<file path="config.mk">
export PLATFORM = sky130hd
export DESIGN_NAME = fpn_perm_ram
export DESIGN_NICKNAME = d
export VERILOG_FILES = /design/src/sv/fpn_pkg.sv /design/src/sv/fpn_perm_ram.sv
export SDC_FILE = /design/constraint.sdc
export NUM_CORES = 2
export LEC_CHECK = 0
export CAP_MARGIN = 20
export CORE_ASPECT_RATIO = 1.5
export CORE_MARGIN = 2
export CORE_UTILIZATION = 55
export CTS_BUF_LIST = sky130_fd_sc_hd__clkbuf_4
export CTS_CLUSTER_SIZE = 16
export DETAILED_ROUTE_END_ITERATION = 10
export DONT_BUFFER_PORTS = 1
export GPL_TIMING_DRIVEN = 0
export PLACE_DENSITY = 0.79
export SLEW_MARGIN = 0
export SYNTH_ARGS = -nofsm -noshare
export SYNTH_HDL_FRONTEND = slang
export SYNTH_SLANG_ARGS = --single-unit
</file>
<file path="constraint.sdc">
create_clock -name clock -period 2.85 [get_ports clock]
set_input_delay 0.57 -clock clock [delete_from_list [all_inputs] [get_ports clock]]
set_output_delay 0.57 -clock clock [all_outputs]
set_load 0.01 [all_outputs]
</file>
<file path="src/sv/fpn_pkg.sv">
// shared types, constants and functions of the fractal perlin noise core
// no dependencies
package fpn_pkg;

   localparam int unsigned FracBits  = 16;
   localparam int unsigned CoordBits = FracBits + 8;
   localparam int unsigned MulBits   = 33;
   localparam int unsigned ProdBits  = 2 * MulBits;
   localparam int unsigned DivBits   = 46;
   localparam int unsigned DivCntBits = 6;
   localparam int unsigned SumBits   = 24;

   localparam logic [1:0] RegOctaves     = 2'd0;
   localparam logic [1:0] RegPersistence = 2'd1;
   localparam logic [1:0] RegLacunarity  = 2'd2;

   localparam logic CmdTableWrite = 1'b0;
   localparam logic CmdQuery      = 1'b1;

   typedef struct packed {
      logic       en;
      logic [7:0] addr;
      logic [7:0] data;
   } perm_wr_type;

   // 8-way gradient: +-u +- 2v
   function automatic logic signed [19:0] grad(input logic [2:0] h,
                                               input logic signed [17:0] x,
                                               input logic signed [17:0] y);
      logic signed [19:0] u;
      logic signed [19:0] v;
      logic signed [19:0] r1;
      logic signed [19:0] r2;
      u  = h[2] ? 20'(y) : 20'(x);
      v  = h[2] ? 20'(x) : 20'(y);
      r1 = h[0] ? -u : u;
      r2 = h[1] ? -(v <<< 1) : (v <<< 1);
      return r1 + r2;
   endfunction

endpackage

</file>
<file path="src/sv/fpn_perm_ram.sv">
// permutation table memory, one write port and one registered read port
// uses fpn_pkg
module fpn_perm_ram (
   input  logic                clock,
   input  fpn_pkg::perm_wr_type wr,
   input  logic [7:0]          rd_addr,
   output logic [7:0]          rd_data_ff
);
   import fpn_pkg::*;

   logic [7:0] mem [256];

   always_ff @(posedge clock) begin
      if (wr.en) begin
         mem[wr.addr] <= wr.data;
      end
      rd_data_ff <= mem[rd_addr];
   end

endmodule

</file>
==> flow_metrics.py <==
metrics = {
    "timing": {
        "fmax_mhz": 324,
        "fin_worst_skew_ps": 93.3,
        "hold_viol_final": 2048,
        "fin_hold_ws_ps": -691,
        "max-slew-margin-rel_pct": 3.11,
        "fin_crit_sh_pct": 108,
        "slew_viol_final": 0,
        "setup_viol_count_final": 125,
        "rsz0062_at_grt": "yes",
        "layout_min_cycle_time_ps": 3090,
        "worstMarginPinSlew_ps": 1450,
        "setup_ws_ps": -241,
    },
    "critical_path": {
        "path_buf_inv": 3,
        "worstSetupEndpointType": "flip-flop",
        "critPathRequiredTime_ps": 4070,
        "cpPeakStageDelay_ps": 760,
        "critPathKind": "in2reg",
        "slowest_stage": "buf_1",
        "cp.arrival_ps": 4310,
        "cp-start-kind": "input pin",
        "worstPathMaxFanout": 11,
        "worst_path_dominant_cell_family": "buffers and inverters",
        "path_cells": "buf_2, and2_1, buf_1, clkbuf_2, a22oi_1, a21oi_1, nor3_1, nor4_2",
    },
    "synth": {
        "synthArstFlopShare_pct": 0,
        "synth.distinct_cells": 55,
        "netlist_top_cells_area": "edfxtp_1 (77%), mux4_2 (13%), mux2i_1 (1.7%)",
        "synth_area_mm2": 0.0796,
        "syn_avg_cell_area_um2": 21.3,
        "synth-edff-count": 2048,
        "ys_ff_latch": 2056,
        "synthCells": 3733,
        "synth_top_cell_area_share_pct": 77.3,
        "seq_area_frac_synth_pct": 77.5,
        "synth_fp_nets": 3759,
        "ys.warnings.count": 0,
        "synth_ff_type": "edfxtp_1",
        "yosysTopAreaCell": "edfxtp_1",
    },
    "detailed_routing": {
        "drtAntennaViolNets": 0,
        "routed_wirelength_mm": 236,
        "drt-met1-wl_mm": 68.8,
        "met2_length_mm": 111,
        "initialDrtViolationCount": 7430,
        "route.met3.wl_mm": 31.8,
        "num_vias": 44100,
        "drt-pass1-iter-count": 6,
        "drc": 0,
        "top_layer_used": "met5",
        "wl_per_cell_um": 36.5,
        "viasPerCell": 6.83,
    },
    "final_layout": {
        "layout.nets": 4249,
        "drive_above_1_share_pct": 29.1,
        "syn_to_final_growth_pct": 10.8,
        "layout.cells.non_filler": 6456,
        "design_area_mm2": 0.0882,
    },
    "pwr": {
        "cellLeakagePower_nw": 27.6,
        "powerDensity_mw_per_mm2": 657,
        "ir_worst_vdd_mv": 0.502,
        "total_power_w": 0.0579,
    },
    "run_status": {
        "violations": "hold timing, setup timing",
        "status": "finished with violations",
    },
    "cts": {
        "cts_hold_buf": 16,
        "clkTransAtPathRegs_ps": 80,
        "clock_latency_ps": 1390,
        "clock_sink_count": 2056,
        "h-tree-depth": 5,
        "ctsRootBufferMaster": "clkbuf_4",
        "clockBufferDepth": 4,
        "cts_buffers": 445,
        "cts_setup_buffers": 0,
        "cts_tree": "done",
    },
    "placed_design": {
        "dpl.hpwl_mm": 154,
        "dpl.cell_count": 5647,
        "io_buffers": 0,
        "place_ws_ps": -2190,
        "placed_area_mm2": 0.0823,
        "gp_congestion": 1.07,
    },
    "global_routing": {
        "grt_pass1_wl_mm": 323,
        "grt_pass1_vias": 43800,
        "grt_overflow": 0,
        "grt_max_degree": 257,
        "track_usage_pct": 32.1,
        "grt_antenna_before_repair": 15,
    },
    "floorplan": {
        "die_area_mm2": 0.148,
        "rows": 170,
        "core_area_mm2": 0.143,
        "fp.dieW_um": 315,
        "io_pins": 34,
        "fp.dieH_um": 470,
        "start_util_pct": 55.5,
    },
    "hold_path": {
        "worstHoldPathType": "in2reg",
    },
    "job": {
        "max_cap_viol_count": 0,
    },
}
placed cells by master, fill, tap and decap left out, types with 31 or more instances in the layout:
cell type     n
nor2_1      268
nor2b_1      31
buf_8        31
edfxtp_1   2048
clkinv_1    112
clkbuf_2     32
nand2_1      33
clkbuf_4    624
buf_2        32
a22oi_1     132
nand3_1      34
clkbuf_1     80
mux2i_1     134
a21oi_1      96
mux4_2      454
o221ai_1     46
path summary, 6_finish.rpt:
path / slack [ps] / end / depth (start not counted) / from
worst max-delay path: -240 / rd_data_ff[0]$_DFF_P_ / 8 / rd_addr[2]
worst max register to register: -150 / rd_data_ff[0]$_DFF_P_ / 5 / mem[69][0]$_DFFE_PP_
worst min-delay path: -690 / mem[122][7]$_DFFE_PP_ / 0 / wr[7]
worst min register to register: 1360 / rd_data_ff[2]$_DFF_P_ / 7 / mem[108][2]$_DFFE_PP_
kinds of logic (layout without fill, tap and decap cells):
logic type / Yosys count / after routing / share of synthesized area [%]
AOI/OAI and AO/OA: 385 / 385 / 3.42
buffers and inverters: 235 / 1043 / 1.83
DFF: 2056 / 2056 / 77.5
muxes: 591 / 591 / 14.6
other: 0 / 23 / 0
and+or+nand+nor: 466 / 466 / 2.63
power by group:
part           switching [W]  internal, W  total, W  leakage [nW]
logic                0.00201      0.00106   0.00307          5.90
registers          0.0000363       0.0333    0.0333          18.5
clock network         0.0111       0.0104    0.0215          3.20
state kept, by name, indices dropped and copies added, names as in the netlist:
name        count
mem          2048
rd_data_ff      8
Yosys cell counts, types with 2 or more instances:
| cell type | instances |
|---|---|
| a2111oi_0 | 2 |
| a2111oi_1 | 2 |
| a211oi_1 | 16 |
| a21oi_1 | 96 |
| a221oi_1 | 13 |
| a22o_1 | 8 |
| a22oi_1 | 133 |
| a311oi_1 | 2 |
| a31oi_1 | 2 |
| and2_1 | 6 |
| and3b_1 | 2 |
| buf_1 | 22 |
| buf_12 | 8 |
| buf_2 | 31 |
| buf_4 | 27 |
| buf_6 | 21 |
| buf_8 | 13 |
| clkbuf_1 | 111 |
| dfxtp_1 | 8 |
| edfxtp_1 | 2048 |
| mux2i_1 | 134 |
| mux4_1 | 2 |
| mux4_2 | 454 |
| nand2_1 | 33 |
| nand2b_1 | 8 |
| nand3_1 | 34 |
| nand3b_1 | 2 |
| nand4_1 | 10 |
| nor2_1 | 282 |
| nor2b_1 | 31 |
| nor3_1 | 22 |
| nor4_1 | 24 |
| nor4_2 | 3 |
| o211ai_1 | 10 |
| o21ai_0 | 10 |
| o21ai_1 | 2 |
| o221ai_1 | 46 |
| o22a_1 | 5 |
| o22ai_1 | 28 |
| o32ai_1 | 4 |
| or2_2 | 4 |
routing by layer:
metal  GRT usage (%)  vias up
li1                -    17000
met1            35.8    22000
met2            49.3     4049
met3            11.0      999
met4            27.3       14
met5               0        -
timing repair:
action                     4_1_cts  5_1_grt
hold endpoints to repair      2429     2048
setup endpoints to repair        8       82
gates cloned                     0        0
gates resized for setup         33       57
pin swaps                        0        1
per-stage QoR:
stage               hold WS [ps]   TNS, ps  util [%]
detailed placement           708  -1141940      57.4
global placement             705  -1348410      57.1
global route                -744      -109      61.5
finish                      -691     -8050      61.5
floorplan                    669         0         -
CTS                         -764         0      61.3
worst reg2reg max path: cells and delay by family (launching register included):
| family | cells | cell delay, ps |
|---|---|---|
| muxes | 2 | 990 |
| and+or+nand+nor | 3 | 1410 |
| DFF | 1 | 380 |
area by class of cell:
type / instances / area (um^2)
well taps: 1892 / 2370
clock inverters: 143 / 682
fillers: 9601 / 55200
flip-flops and latches: 2056 / 61700
repair buffers: 43 / 567
plain buffers: 233 / 1520
clock buffers: 622 / 4670
inverters: 2 / 7.51
multi-input cells: 1442 / 16600
diodes: 23 / 57.6
Note: power is estimated with default switching activity, not from simulation.
