==> config.mk <==
export PLATFORM = sky130hd
export DESIGN_NAME = fpn_divider
export DESIGN_NICKNAME = d
export VERILOG_FILES = /design/src/sv/fpn_pkg.sv /design/src/sv/fpn_divider.sv
export SDC_FILE = /design/constraint.sdc
export NUM_CORES = 1
export LEC_CHECK = 0
export ABC_AREA = 1
export BUFFER_PORTS_ARGS = -buffer_cell sky130_fd_sc_hd__buf_2
export CORE_AREA = 2 2 119 121
export DETAILED_ROUTE_END_ITERATION = 10
export DIE_AREA = 0 0 121 123
export PLACE_DENSITY = 0.67
export SKIP_CTS_REPAIR_TIMING = 1
export SLEW_MARGIN = 0
export SYNTH_ARGS = -nofsm -noshare
export SYNTH_HDL_FRONTEND = slang
export SYNTH_SLANG_ARGS = --single-unit
==> constraint.sdc <==
create_clock -name clock -period 9.6 [get_ports clock]
set_input_delay 1.92 -clock clock [delete_from_list [all_inputs] [get_ports clock]]
set_output_delay 1.92 -clock clock [all_outputs]
set_load 0.02 [all_outputs]
==> src/sv/fpn_pkg.sv <==
// shared types, constants and functions of the fractal perlin noise core
// no dependencies
package fpn_pkg;

   localparam int unsigned FracBits  = 16;
   localparam int unsigned CoordBits = FracBits + 8;
   localparam int unsigned MulBits   = 33;
   localparam int unsigned ProdBits  = 2 * MulBits;
   localparam int unsigned DivBits   = 46;
   localparam int unsigned DivCntBits = 6;
   localparam int unsigned SumBits   = 24;

   localparam logic [1:0] RegOctaves     = 2'd0;
   localparam logic [1:0] RegPersistence = 2'd1;
   localparam logic [1:0] RegLacunarity  = 2'd2;

   localparam logic CmdTableWrite = 1'b0;
   localparam logic CmdQuery      = 1'b1;

   typedef struct packed {
      logic       en;
      logic [7:0] addr;
      logic [7:0] data;
   } perm_wr_type;

   // 8-way gradient: +-u +- 2v
   function automatic logic signed [19:0] grad(input logic [2:0] h,
                                               input logic signed [17:0] x,
                                               input logic signed [17:0] y);
      logic signed [19:0] u;
      logic signed [19:0] v;
      logic signed [19:0] r1;
      logic signed [19:0] r2;
      u  = h[2] ? 20'(y) : 20'(x);
      v  = h[2] ? 20'(x) : 20'(y);
      r1 = h[0] ? -u : u;
      r2 = h[1] ? -(v <<< 1) : (v <<< 1);
      return r1 + r2;
   endfunction

endpackage

==> src/sv/fpn_divider.sv <==
// restoring divider, one quotient bit per cycle
// uses fpn_pkg
module fpn_divider (
   input  logic                          clock,
   input  logic                          reset,
   input  logic                          go,
   input  logic [fpn_pkg::DivBits-1:0]   dividend,
   input  logic [fpn_pkg::SumBits-1:0]   divisor,
   output logic                          done_ff,
   output logic [fpn_pkg::DivBits-1:0]   quot_ff
);
   import fpn_pkg::*;

   logic [SumBits-1:0]    rem_ff, rem_in;
   logic [SumBits-1:0]    den_ff;
   logic [DivCntBits-1:0] cnt_ff;
   logic                  run_ff;
   logic [SumBits:0]      rem_sh;
   logic                  fits;

   always_comb begin
      rem_sh = {rem_ff, quot_ff[DivBits-1]};
      fits   = rem_sh >= {1'b0, den_ff};
      rem_in = fits ? SumBits'(rem_sh - {1'b0, den_ff}) : rem_sh[SumBits-1:0];
   end

   always_ff @(posedge clock) begin
      if (reset) begin
         run_ff  <= 1'b0;
         done_ff <= 1'b0;
         cnt_ff  <= '0;
      end else begin
         done_ff <= 1'b0;
         if (go) begin
            run_ff  <= 1'b1;
            cnt_ff  <= '0;
            rem_ff  <= '0;
            den_ff  <= divisor;
            quot_ff <= dividend;
         end else if (run_ff) begin
            rem_ff  <= rem_in;
            quot_ff <= {quot_ff[DivBits-2:0], fits};
            cnt_ff  <= cnt_ff + 1'b1;
            if (cnt_ff == DivCntBits'(DivBits - 1)) begin
               run_ff  <= 1'b0;
               done_ff <= 1'b1;
            end
         end
      end
   end

endmodule

==> Flow_metrics.wiki <==
{| class="wikitable"
! Metric !! Value
|-
| Result of the run || finished, final reports clean
|-
| Ratio of final minimum period to clock period || 0.409
|-
| Delay of the slowest cell on the worst path || 0.62 ns
|-
| Io pins || 120
|-
| Smallest hold slack || 0.515 ns
|-
| Antenna violations before repair || 0
|-
| Unrepaired setup endpoints after global routing || false
|-
| Die Area || between 0.01 and 0.015 mm²
|-
| Top post-synthesis cells by area || edfxtp_1, nand2_1, inv_1, ha_1, nor2_1
|-
| Top post-synthesis cells by count || nand2_1, inv_1, edfxtp_1
|-
| Sum of routed wire length over all layers || between 10000 and 15000 µm
|-
| Number of buffers created by CTS || 9
|-
| Final Wtd Congestion || approximately 0.92
|-
| Multiplexer share of the synthesized area || 0
|-
| Adder and majority cell fraction of the synthesized area || 0.0572
|-
| Max-cap violation count || 0
|-
| Register area share after synthesis || 0.494
|-
| Clock-pin slew reported for the worst setup and hold paths after clock tree synthesis || 0.07 ns
|-
| Horiz. Die Dim || 121 µm
|-
| Chain of cells forming the critical path || buf_2 > inv_2 > buf_4 > nor2_2 > buf_4
|-
| Vias in the first global route || 4834
|-
| Worst hold start || cnt_ff[1]$_SDFFE_PP0P_
|-
| Worst clock skew || around 0.007 ns
|-
| Wire per inst || 13.5 µm
|-
| Flip-flop and latch count after synthesis || 102
|-
| Standard cell with the maximum stage delay on the critical path || buf_2
|-
| Worst setup slack after placement || about 5.2 ns
|-
| Insertion delay to the later sink of the worst-skew pair || 0.35 ns
|-
| Cell with the most instances on the worst path || buf_4
|-
| Via count normalized by instance count || 4.76
|-
| R2r worst-path depth || 11
|-
| Area overhead of the layout relative to synthesis || 17.3%
|-
| Number of fill cells in the layout || 1316
|-
| TritonRoute pass-1 iters || 5
|-
| CP required || 9.63 ns
|-
| CP arrival || 3.96 ns
|-
| Slew HR || 0.462
|-
| Startpoint of the worst register-to-register path || rem_ff[15]$_SDFFCE_PP0P_
|-
| Worst hold stages || 2
|-
| Most used flip-flop cell after synthesis || edfxtp_1
|-
| Largest net degree at the start of global routing || 73
|-
| Die height || 123 µm
|-
| Netlist area before placement || slightly above 0.006 mm²
|-
| Number of rows created at floorplan || 43
|-
| Top fanout value on the critical path || 72
|-
| Total clock sinks || just over 100
|-
| Basic-gate share of the synthesized area counting and, or, nand and nor cells || 0.311
|-
| CP endpoint kind || flip-flop
|-
| PD cells || about 180 mW/mm²
|-
| Global-route usage over all layers || 0.201
|-
| Setup CP Type || in2reg
|-
| TritonCTS clock tree || done
|-
| Number of enable flip-flop cells after synthesis || 94
|-
| Cell with the most instances after synthesis || nand2_1
|-
| Final Worst Setup Slack || around 5.7 ns
|-
| Residual antenna-violating net count after detailed routing || 0
|-
| Proportion of synthesized flip-flops having asynchronous set or reset || 0
|-
| Max clock buf depth || 2
|-
| Root Buffer Master || clkbuf_16
|-
| Register area || 0.00298 mm²
|-
| Setup tns final || 0 ns
|-
| Capturing point of the worst reg2reg path || rem_ff[23]$_SDFFCE_PP0P_
|-
| Fraction of the mapped netlist area in compound gates || 0.0321
|-
| Mapped Cells || 772
|-
| Floorplan core area || ~0.014 mm²
|-
| Fraction of synthesized cell area in xor and xnor cells || 0.0160
|-
| First-pass GRT wire length || 23400 µm
|-
| Final setup viols || 0
|-
| Leakage Power || roughly 3.6 nW
|-
| Combined area of the multi-input logic cells || 0.00252 mm²
|-
| Worst vdd ir || 0.0000768 V
|-
| PortBufs || between 100 and 150
|-
| Share of layout cells above drive strength 1 || 0.175
|-
| Number of unique standard cell types used by synthesis || 34
|-
| Starting DRC count in detailed routing || 302
|-
| R2R Setup Slk || 6.87 ns
|-
| Peak clock frequency supported by timing || 255 MHz
|-
| Yosys warns || 0
|-
| Category of the worst setup path launch point || input port
|-
| Minimum clock period || ~3.9 ns
|-
| Final cell count without fillers || 1073
|-
| Transition at the pin with the smallest max-transition slack || roughly 0.8 ns
|-
| Number of nets in the synthesized netlist || 872
|-
| Number of vias in the routed layout || 5103
|-
| Post-Synthesis Mean Instance Area || 7.82 µm²
|-
| Class of the worst hold path || reg2reg
|-
| Number of placed instances with taps included || 1057
|-
| Cell type with the largest total area after synthesis || edfxtp_1
|-
| Number of failing hold endpoints at the final stage || 0
|-
| Remaining DRCs || 0
|-
| Number of nets in the layout || 988
|-
| Effective utilization at floorplan || 0.443
|-
| HPWL after DPL || between 10000 and 15000 µm
|-
| Worst Hold End || cnt_ff[1]$_SDFFE_PP0P_
|-
| Grt total ovfl || 0
|-
| Util after Layout || 0.520
|-
| Dominant combinational cell family by area after synthesis || simple AND/OR/NAND/NOR gates
|-
| Count of final max-slew check failures || 0
|-
| H-tree depth || 3
|-
| Antenna cell count || 0
|-
| Post-synth top area share || 0.468
|}
-- placed cells by master, fill, tap and decap left out, types with 2 or more instances in the layout --
cell type    n
nand2_1    330
buf_2      119
inv_1      114
edfxtp_1    94
nor2_1      69
ha_1        26
nand3_1     21
a21oi_1     16
nor3_1      12
nand4_1     10
xnor2_1      9
clkbuf_16    9
dfxtp_1      8
inv_2        6
nor2_2       6
o21ai_0      6
o21ai_1      5
nand2_2      3
nand3b_1     3
nor3b_1      3
buf_4        3
xor2_1       2
clkbuf_1     2
clkinv_4     2
-- through the flow --
step	total power [mW]	cell area, µm²
final	1.29	7080
after global routing	1.37	7080
after CTS	1.30	7080
after detailed placement	0.948	6800
after global placement	0.946	6800
after floorplan	0.855	6030
-- layer usage --
layer | track usage | up-vias | part of all wire
met1 | 0.266 | 2286 | 0.47
met4 | 0.0778 | 0 | 0.022
li1 | - | 2641 | -
met2 | 0.327 | 154 | 0.45
met3 | 0.0383 | 22 | 0.062
met5 | 0 | - | 0
-- flip-flops by register name, indices dropped and copies added, names as in the netlist --
signal / count
quot_ff: 46
den_ff: 24
rem_ff: 24
cnt_ff: 6
done_ff: 1
run_ff: 1
-- area by class of cell --
class | count | share of cell area
clock buffer | 11 | 0.0329
clock inverter | 5 | 0.00601
inverter | 120 | 0.0637
multi-input combinational | 533 | 0.357
sequential | 102 | 0.422
tap | 180 | 0.0318
timing repair buffer | 122 | 0.0874
-- power by group --
part,internal (mW),switching (mW)
registers,0.542,0.0239
logic,0.130,0.247
clock network,0.180,0.172
-- worst max path at each step --
stage | startpoint | endpoint | slack (ns) | cells after the start
global placement | go | den_ff[12]$_DFFE_PP_ | 5.32 | 5
global route | go | den_ff[0]$_DFFE_PP_ | 5.42 | 5
detailed placement | go | den_ff[12]$_DFFE_PP_ | 5.25 | 5
floorplan | go | quot_ff[0]$_DFFE_PP_ | 2.05 | 2
CTS | go | den_ff[0]$_DFFE_PP_ | 5.63 | 5
finish | go | den_ff[15]$_DFFE_PP_ | 5.68 | 5
-- worst max-delay path, delay by kind of cell --
kind,cells,cell delay [ns]
buffers and inverters,4,1.51
and+or+nand+nor,1,0.50
-- logic make-up after synthesis --
logic type | Yosys count
xor gates and xnor gates | 11
DFF | 102
AOI/OAI and AO/OA | 34
buffers and inverters | 137
adders and majority gates | 27
and+or+nand+nor | 461
(Power assumes the default switching activity.)
